<file path="src/hw/rtl/spmv_pkg.sv">
// spmv_pkg: shared types and constants for the symmetric sparse complex spmv block
// holds the request/response transaction structs, command codes, controller states
// and the controller/datapath command and status structs; depends on nothing
package spmv_pkg;

    // fixed field widths
    localparam int VAL_W = 32;
    localparam int IDX_W = 10;
    localparam int CNT_W = 11;
    localparam int ACC_W = 48;

    // configuration register indexes
    localparam logic CFG_BLOCK_COUNT   = 1'b0;
    localparam logic CFG_TRANSPOSE     = 1'b1;
    localparam int   CFG_DATA_W        = CNT_W;
    localparam logic [CNT_W-1:0] BLOCK_COUNT_RST = 11'd1024;

    // response status codes
    localparam logic [1:0] ST_OK    = 2'd0;
    localparam logic [1:0] ST_RANGE = 2'd1;
    localparam logic [1:0] ST_SAT   = 2'd2;

    typedef enum logic [1:0] {
        CMD_LOAD_X  = 2'd0,
        CMD_DIAG    = 2'd1,
        CMD_OFFDIAG = 2'd2,
        CMD_READ_Y  = 2'd3
    } cmd_t;

    typedef struct packed {
        cmd_t                    command;
        logic [IDX_W-1:0]        row;
        logic [IDX_W-1:0]        col;
        logic signed [VAL_W-1:0] value_re;
        logic signed [VAL_W-1:0] value_im;
        logic                    is_complex;
    } req_t;

    typedef struct packed {
        logic signed [VAL_W-1:0] result_re;
        logic signed [VAL_W-1:0] result_im;
        logic [IDX_W-1:0]        result_row;
        logic [1:0]              status;
    } rsp_t;

    typedef enum logic [3:0] {
        S_CLEAR,
        S_IDLE,
        S_DISPATCH,
        S_RD_A,
        S_MUL_A,
        S_ADD_A,
        S_RD_B,
        S_MUL_B,
        S_ADD_B,
        S_Y_RD,
        S_Y_CLR,
        S_EMIT
    } state_t;

    // controller to datapath
    typedef struct packed {
        logic ready;     // request channel may take a transaction
        logic latch;     // capture the accepted request
        logic clr_we;    // zero one y entry of the reset sweep
        logic x_we;      // store x entry
        logic mac_rd;    // read x[src] and y[dst]
        logic mul_en;    // register the partial products
        logic acc_we;    // write accumulated y[dst]
        logic pass_b;    // second half of an off-diagonal entry
        logic y_rd;      // read y[row] for a read-and-clear
        logic y_zero;    // clear y[row]
        logic emit;      // load the response register
    } ctl_t;

    // datapath to controller
    typedef struct packed {
        cmd_t cmd;
        logic bad;
        logic clr_last;
        logic out_free;
    } sts_t;

endpackage

</file>
<file path="src/hw/rtl/spmv_ctrl.sv">
// spmv_ctrl: sequencing state machine for the spmv block
// depends on spmv_pkg (state_t, ctl_t, sts_t, cmd_t)
module spmv_ctrl (
    input  logic              clk,
    input  logic              rst_n,
    input  logic              req_valid,
    input  spmv_pkg::sts_t    sts,
    output spmv_pkg::ctl_t    ctl
);

    spmv_pkg::state_t state_reg;
    spmv_pkg::state_t state_next;

    // state register
    always_ff @(posedge clk or negedge rst_n)
    begin
        if (!rst_n)
        begin
            state_reg <= spmv_pkg::S_CLEAR;
        end
        else
        begin
            state_reg <= state_next;
        end
    end

    // next state and commands
    always_comb
    begin
        state_next = state_reg;
        ctl        = '0;
        unique case (state_reg)
            spmv_pkg::S_CLEAR:
            begin
                ctl.clr_we = 1'b1;
                if (sts.clr_last)
                begin
                    state_next = spmv_pkg::S_IDLE;
                end
            end
            spmv_pkg::S_IDLE:
            begin
                ctl.ready = 1'b1;
                if (req_valid)
                begin
                    ctl.latch  = 1'b1;
                    state_next = spmv_pkg::S_DISPATCH;
                end
            end
            spmv_pkg::S_DISPATCH:
            begin
                if (sts.bad)
                begin
                    state_next = spmv_pkg::S_EMIT;
                end
                else
                begin
                    unique case (sts.cmd)
                        spmv_pkg::CMD_LOAD_X:
                        begin
                            ctl.x_we   = 1'b1;
                            state_next = spmv_pkg::S_IDLE;
                        end
                        spmv_pkg::CMD_DIAG,
                        spmv_pkg::CMD_OFFDIAG:
                        begin
                            state_next = spmv_pkg::S_RD_A;
                        end
                        spmv_pkg::CMD_READ_Y:
                        begin
                            state_next = spmv_pkg::S_Y_RD;
                        end
                    endcase
                end
            end
            spmv_pkg::S_RD_A:
            begin
                ctl.mac_rd = 1'b1;
                state_next = spmv_pkg::S_MUL_A;
            end
            spmv_pkg::S_MUL_A:
            begin
                ctl.mul_en = 1'b1;
                state_next = spmv_pkg::S_ADD_A;
            end
            spmv_pkg::S_ADD_A:
            begin
                ctl.acc_we = 1'b1;
                if (sts.cmd == spmv_pkg::CMD_OFFDIAG)
                begin
                    state_next = spmv_pkg::S_RD_B;
                end
                else
                begin
                    state_next = spmv_pkg::S_IDLE;
                end
            end
            spmv_pkg::S_RD_B:
            begin
                ctl.pass_b = 1'b1;
                ctl.mac_rd = 1'b1;
                state_next = spmv_pkg::S_MUL_B;
            end
            spmv_pkg::S_MUL_B:
            begin
                ctl.pass_b = 1'b1;
                ctl.mul_en = 1'b1;
                state_next = spmv_pkg::S_ADD_B;
            end
            spmv_pkg::S_ADD_B:
            begin
                ctl.pass_b = 1'b1;
                ctl.acc_we = 1'b1;
                state_next = spmv_pkg::S_IDLE;
            end
            spmv_pkg::S_Y_RD:
            begin
                ctl.y_rd   = 1'b1;
                state_next = spmv_pkg::S_Y_CLR;
            end
            spmv_pkg::S_Y_CLR:
            begin
                ctl.y_zero = 1'b1;
                state_next = spmv_pkg::S_EMIT;
            end
            spmv_pkg::S_EMIT:
            begin
                if (sts.out_free)
                begin
                    ctl.emit   = 1'b1;
                    state_next = spmv_pkg::S_IDLE;
                end
            end
            default:
            begin
                state_next = spmv_pkg::S_IDLE;
            end
        endcase
    end

endmodule

</file>
<file path="config.mk">
export PLATFORM = sky130hd
export DESIGN_NAME = spmv_ctrl
export DESIGN_NICKNAME = d
export VERILOG_FILES = /design/src/hw/rtl/spmv_pkg.sv /design/src/hw/rtl/spmv_ctrl.sv
export SDC_FILE = /design/constraint.sdc
export NUM_CORES = 1
export LEC_CHECK = 0
export ABC_AREA = 1
export BUFFER_PORTS_ARGS = -buffer_cell sky130_fd_sc_hd__buf_2
export CAP_MARGIN = 10
export CORE_AREA = 4 4 41 43
export DETAILED_ROUTE_END_ITERATION = 10
export DIE_AREA = 0 0 45 47
export GPL_ROUTABILITY_DRIVEN = 0
export GPL_TIMING_DRIVEN = 1
export PLACE_DENSITY_LB_ADDON = 0.2
export SLEW_MARGIN = 20
export SYNTH_ARGS = -nofsm -noshare
export SYNTH_HDL_FRONTEND = slang
export SYNTH_SLANG_ARGS = --single-unit
</file>
<file path="constraint.sdc">
create_clock -name clk -period 1.1 [get_ports clk]
set_input_delay 0.11 -clock clk [delete_from_list [all_inputs] [get_ports clk]]
set_output_delay 0.11 -clock clk [all_outputs]
set_load 0.03 [all_outputs]
</file>
After elaboration in Yosys (flattened, before gate mapping) --
Cells that the tools add are included.
Operators by class: equal/unequal tests 17, muxes and demuxes 21, reduce and logical (&&, ||, !) cells 8
Operators with widths (count):
- 4-bit case mux with 11 select lines | 1
- 4-bit by 3-bit == test with 1-bit output (second input constant) | 4
- 4-bit == test (second input constant) | 4
- 4-bit 2-to-1 mux | 4
- 1-bit 2-to-1 mux | 13
- 4-bit case mux with 3 select lines | 1
- 4-bit by 2-bit == test with 1-bit output (second input constant) | 2
- 2-bit OR reduction | 4
- 2-bit inequality test (second input constant) | 3
- 2-bit == test (second input constant) | 2
- 4-bit by 1-bit == test with 1-bit output (second input constant) | 1
- 4-bit zero test | 1
- 3-bit 2-to-1 mux | 1
- 3-bit AND reduction | 1
- 3-bit OR reduction | 1
- 2-bit by 1-bit == test with 1-bit output (second input constant) | 1
- 2-bit zero test | 1
- 2-bit 2-to-1 mux | 1
Storage, ports and cells: flip-flop bits (word level) 4, bits of input ports 8

Logic depth before layout (Yosys ltp) --
Gate-level depths: netlist (run 1).
word-level depth 5, gate-level depth with buffers 10, depth with buffers taken out 10

Least setup slack after synthesis (run 1) --
OpenSTA, ideal clock, no wires.
path kind register -> register, start point reg state_reg[1], end point reg state_reg[1], arrival 1.367 ns, path slack -0.387 ns, stages on the path, launching flop included 9, path buffers 0, clock period less this slack 1.487 ns, cells stage by stage dfrtp_1 > inv_1 > nand2_1 > nor2_1 > nand2_1 > nand2_1 > nor2_1 > nand2_1 > nand2_1
Between the ends: longest elaborated chain between the ends 3, elaborated cells between the ends (all ways) 16, those cells by class 13 x eq/ne; 1 x mux; 2 x reduce/logical
Ends and longest elaborated chain:
- start, declared | line spmv_ctrl.sv:11 | spmv_pkg::state_t state_reg;
- start signal, assigned | line spmv_ctrl.sv:19 | state_reg <= spmv_pkg::S_CLEAR;
- start signal, assigned | line spmv_ctrl.sv:23 | state_reg <= state_next;
- 4-bit == test, or another cell as far along | line spmv_ctrl.sv:32 | unique case (state_reg)
- 2-bit inequality test (no source line)
- 3-bit AND reduction (no source line)
Parallel ways exist; a longest one is shown, timed or not. A chain may end at the register's enable or synchronous reset.

==> results.json, run 1 <==
{
  "syn_avg_cell_area_um2": 5.49,
  "h-tree-depth": 1,
  "dp_hpwl_mm": 1.11,
  "drive_gt1_frac": 0.639,
  "cts.sinks": 4,
  "fmax_mhz": 711,
  "die_x_um": 45,
  "slew_viol_final": 0,
  "tightest_slew_ps": 186,
  "p_leak_nw": 0.509,
  "antenna_cells": 0,
  "finalSetupViolations": 14,
  "syn-num-nets": 91,
  "final.setup.worst_slack_ps": -307,
  "tns_ps": -3570,
  "tritoncts": "built",
  "ys_seq_elements": 4,
  "io_pins": 19,
  "yosys_warnings": 0,
  "rsz0062_at_grt": "yes",
  "path_clk_slew_ps": 40,
  "grtUsageTotal": 0.152,
  "failed_checks": "negative setup slack",
  "max_cap_violations": 0,
  "drc": 0,
  "port_buffers": 18,
  "final_cell_mix": "nand2_1, buf_4, buf_6, inv_1",
  "vias": 651,
  "first_iter_violations": 5,
  "final_area_um2": 971,
  "critPathArrivalTime_ps": 1300,
  "critPathMaxStageDelay_ps": 430,
  "yosysSeqAreaShare": 0.228,
  "syn_inst": 80,
  "ir_drop_uv": 1430,
  "hold_class": "in2async",
  "final_hold_viol_count": 0,
  "syn_to_final_growth_pct": 121,
  "firstDrtPassIters": 4,
  "synthesis.area_um2": 439,
  "total_power_w": 0.00258,
  "grt_first_pass_wirelength_mm": 2.26,
  "antenna_found_initial": 0,
  "grt_pass1_vias": 577,
  "critPathKind": "reg2out",
  "startpoint_type": "register",
  "cp_cell_sequence": "inv_2, nand2_2, nor2_4, nand2_2, nor2_4, buf_6",
  "critPathMaxFanout": 4,
  "powerDensity_mw_per_mm2": 2650,
  "std_cell_rows": 13,
  "required_ps": 990,
  "coreArea_mm2": 0.00130,
  "grt_max_degree": 7,
  "die_height_um": 47,
  "fin_crit_ps": 1410,
  "vias_per_cell": 4.75,
  "grt_overflow": 0,
  "cts.path.max_buffers": 2,
  "cts-root-buf": "clkbuf_4",
  "fin_cells": 137,
  "nNetsFinal": 135,
  "clk_latency_ps": 240,
  "crit_path_end_kind": "output pin",
  "initial_utilization": 0.337,
  "drt_wl_total_mm": 1.69,
  "die_area_mm2": 0.00212,
  "largest_register_ffs": 4,
  "period_share": 1.28,
  "wl_per_cell_um": 12.4,
  "placed_area_um2": 682,
  "status": "finished, violations left",
  "cp.buffers_inverters": 2,
  "dp_cells": 125,
  "nFillCells": 106,
  "post-route-util": 0.746,
  "maxSlewHeadroom": 0.875,
  "fin_skew_ps": 2.16,
  "drt.antenna.violating_nets": 0,
  "critPathTopFamily": "flip-flops",
  "yosysUniqueCellTypes": 12,
  "cts_made_buffers": 3,
  "cp_slowest_cell": "dfrtp_1"
}
-- area by class of cell --
class / count / area [um2] / share of cell area
multi-input combinational: 61 / 438 / 0.451
timing repair buffer: 39 / 324 / 0.334
sequential: 4 / 104 / 0.107
inverter: 15 / 63.8 / 0.0657
clock buffer: 3 / 22.5 / 0.0232
tap: 15 / 18.8 / 0.0193
-- repair_timing --
action                                  4_1_cts  5_1_grt
gates resized for setup                      35       27
pin swaps                                     6        7
endpoints found under the hold margin         4        0
hold buffers                                  1        0
buffers inserted                              3        5
endpoints found under the setup margin       15       15
-- worst reg2reg max path, stage by stage, from the launching register on --
cell and delay (ps):
dfrtp_2 460, inv_4 110, nand2_4 80, buf_6 120, nor2_4 130, nand2_2 80
nand2_4 70, nor2_4 30, nand2_1 50, nand2_1 40
-- worst paths after layout --
check	from	end	slack (ps)	cells after the start
worst max-delay path	state_reg[0]	ctl[7]	-310	6
worst min-delay path	rst_n	state_reg[3]	220	2
worst max register to register	state_reg[2]	state_reg[0]	-190	9
worst min register to register	state_reg[0]	state_reg[2]	600	1
max in group asynchronous	rst_n	state_reg[1]	750	2
min in group clk	sts[2]	state_reg[3]	220	3
-- where the power goes --
| part | switching, W | internal (W) | leakage [nW] |
|---|---|---|---|
| Clock | 0.0000629 | 0.000122 | 0.0138 |
| Sequential | 0.000116 | 0.000217 | 0.0469 |
| Combinational | 0.00116 | 0.000900 | 0.448 |
-- synthesized netlist by cell type, drive strengths merged --
cell	number	area, um2
ha	3	37.5
o21ai	4	20.0
nor2	15	56.3
nor3	2	10.0
o2111ai	1	8.76
nand3	5	25.0
nand2	28	105
nand3b	1	7.51
inv	15	56.3
a21oi	1	5.00
dfrtp	4	100
o211ai	1	7.51
-- through the flow --
stage / hold slack [ps] / setup WS [ps]
2_1_floorplan: -186 / -112
3_3_place_gp: -85.3 / -123
3_5_place_dp: -83.9 / -171
4_1_cts: 197 / -293
5_1_grt: 229 / -403
6_report: 220 / -307
-- cell families after synthesis --
kind of cell,share of synthesized area
and+or+nand+nor,0.464
buffers and inverters,0.128
AOI/OAI and AO/OA,0.0940
DFF,0.228
adders and majority gates,0.0855
-- routing by layer --
layer | track usage | wire length (um) | vias up
met5 | 0 | 0 | -
met4 | 0.0702 | 29 | 0
met3 | 0.0460 | 84 | 5
met2 | 0.268 | 909 | 18
met1 | 0.166 | 670 | 294
li1 | - | - | 334
Note: power is estimated with default switching activity, not from simulation.
==> inputs of run 2 (changes only) <==
Settings changed: TNS_END_PERCENT from default to 5.
==> run 2 against run 1 <==
The run still ends with negative setup slack left. Setup slack better by 17 ps. Cell count shrank 2.9%. Via count down 1.5%. Register-to-register slack gained 50 ps. Sequential power is 12% lower. Total power down 13%. Cell area decreased by 12%. Wire length is 12% lower.
==> results.json, run 2 (synthesis results as in run 1) <==
{
  "placed_area_um2": 664,
  "maxSlewHeadroom": 0.871,
  "drt_wl_total_mm": 1.50,
  "cts.sinks": 4,
  "drt.antenna.violating_nets": 0,
  "final_cell_mix": "nand2_1, buf_4, inv_1, buf_6, buf_2",
  "grt_overflow": 0,
  "critPathMaxFanout": 5,
  "required_ps": 990,
  "tns_ps": -2850,
  "drc": 0,
  "tritoncts": "built",
  "status": "finished, violations left",
  "period_share": 1.26,
  "critPathTopFamily": "flip-flops",
  "h-tree-depth": 1,
  "failed_checks": "negative setup slack",
  "drive_gt1_frac": 0.525,
  "cts-root-buf": "clkbuf_4",
  "nNetsFinal": 131,
  "grt_pass1_vias": 594,
  "netSwitchingFraction": 0.522,
  "critPathMaxStageDelay_ps": 440,
  "startpoint_type": "register",
  "largest_register_ffs": 4,
  "antenna_found_initial": 0,
  "cts_made_buffers": 3,
  "finalSetupViolations": 13,
  "coreArea_mm2": 0.00130,
  "std_cell_rows": 13,
  "critPathArrivalTime_ps": 1280,
  "cts.path.max_buffers": 2,
  "crit_path_frequent_cell": "buf_4",
  "grtUsageTotal": 0.149,
  "dp_cells": 126,
  "powerDensity_mw_per_mm2": 2620,
  "post-route-util": 0.659,
  "post-place-ws_ps": -134,
  "grt_max_degree": 7,
  "final_common_cell": "nand2_1",
  "rsz0062_at_grt": "yes",
  "die_x_um": 45,
  "nFillCells": 125,
  "io_pins": 19,
  "vias": 641,
  "tightest_slew_ps": 192,
  "slew_viol_final": 0,
  "firstDrtPassIters": 4,
  "final.setup.worst_slack_ps": -290,
  "first_iter_violations": 14,
  "final_area_um2": 857,
  "vias_per_cell": 4.82,
  "die_area_mm2": 0.00212,
  "seqPwrFrac": 0.131,
  "p_leak_nw": 0.476,
  "initial_utilization": 0.337,
  "cp.buffers_inverters": 2,
  "fin_crit_ps": 1390,
  "syn_to_final_growth_pct": 95.2,
  "fmax_mhz": 719,
  "max_cap_violations": 0,
  "cp_slowest_cell": "dfrtp_2",
  "dp_hpwl_mm": 1.11,
  "wl_per_cell_um": 11.2,
  "p_clk_frac": 0.082,
  "intPower_w": 0.00107,
  "clk_latency_ps": 240,
  "fin_skew_ps": 5.55,
  "cp_cell_sequence": "nand2_1, buf_4, nor3_2, buf_4",
  "crit_path_end_kind": "output pin",
  "port_buffers": 18,
  "fin_cells": 133,
  "hold_class": "in2reg",
  "critPathKind": "reg2out",
  "p_sw_w": 0.00117,
  "die_height_um": 47,
  "antenna_cells": 0,
  "ir_drop_uv": 1180,
  "grt_first_pass_wirelength_mm": 2.24,
  "final_hold_viol_count": 0,
  "path_clk_slew_ps": 40,
  "combPwrFrac": 0.787
}
run 2: cell types whose count changed in the layout (fill, tap and decap cells not counted), moves of 2 or more:
cell	delta
dfrtp_2	-2
nor2_1	+3
dfrtp_1	+2
buf_6	-4
nor2_4	-3
nand2_1	+4
nor3_4	-2
nand2_2	-3
run 2: power groups by stage:
stage | logic (W) | registers (W) | clock network, W
2_1_floorplan | 0.000846 | 0.000260 | 0
3_3_place_gp | 0.00133 | 0.000260 | 0
3_5_place_dp | 0.00133 | 0.000262 | 0
4_1_cts | 0.00150 | 0.000269 | 0.000187
5_1_grt | 0.00192 | 0.000297 | 0.000203
6_report | 0.00177 | 0.000293 | 0.000185
run 2: worst register-to-register path: stages (launching register included):
cell	delay, ps
dfrtp_1	390
inv_2	90
buf_4	140
buf_4	120
nand2_1	50
nand2_1	70
nand2_2	60
nand2_1	50
inv_1	50
nand2_1	40
nand2_1	50
nand2_1	40
run 2: final timing paths:
check | start | cells after the start | slack [ps] | end
min in group asynchronous | rst_n | 2 | 210 | state_reg[0]
max | state_reg[1] | 4 | -290 | ctl[0]
min | sts[2] | 3 | 200 | state_reg[3]
min reg2reg | state_reg[0] | 2 | 680 | state_reg[2]
max in group asynchronous | rst_n | 2 | 760 | state_reg[1]
max reg2reg | state_reg[2] | 11 | -140 | state_reg[0]
run 2: per-stage QoR:
step                hold WS (ps)  total power (W)
global route                 223          0.00242
finish                       199          0.00224
global placement           -86.0          0.00159
floorplan                   -186          0.00111
CTS                          182          0.00196
detailed placement         -81.1          0.00159
run 2: layer usage:
metal | part of all wire | track usage
met1 | 0.40 | 0.165
met2 | 0.52 | 0.251
met3 | 0.033 | 0.0153
met4 | 0.043 | 0.135
met5 | 0 | 0
run 2: cell type report:
cell class                 instances  area (um2)  share of cell area
multi-input combinational         61         372               0.434
timing repair buffer              35         282               0.328
sequential                         4         101               0.118
inverter                          15        61.3              0.0715
clock buffer                       3        22.5              0.0263
tap                               15        18.8              0.0219
run 2: repair_timing:
| item | 4_1_cts | 5_1_grt |
|---|---|---|
| pin swaps | 1 | 3 |
| hold buffers | 1 | 0 |
| hold endpoints to repair | 4 | 0 |
| buffers inserted | 1 | 2 |
| endpoints found under the setup margin | 15 | 14 |
| resized for setup | 25 | 24 |
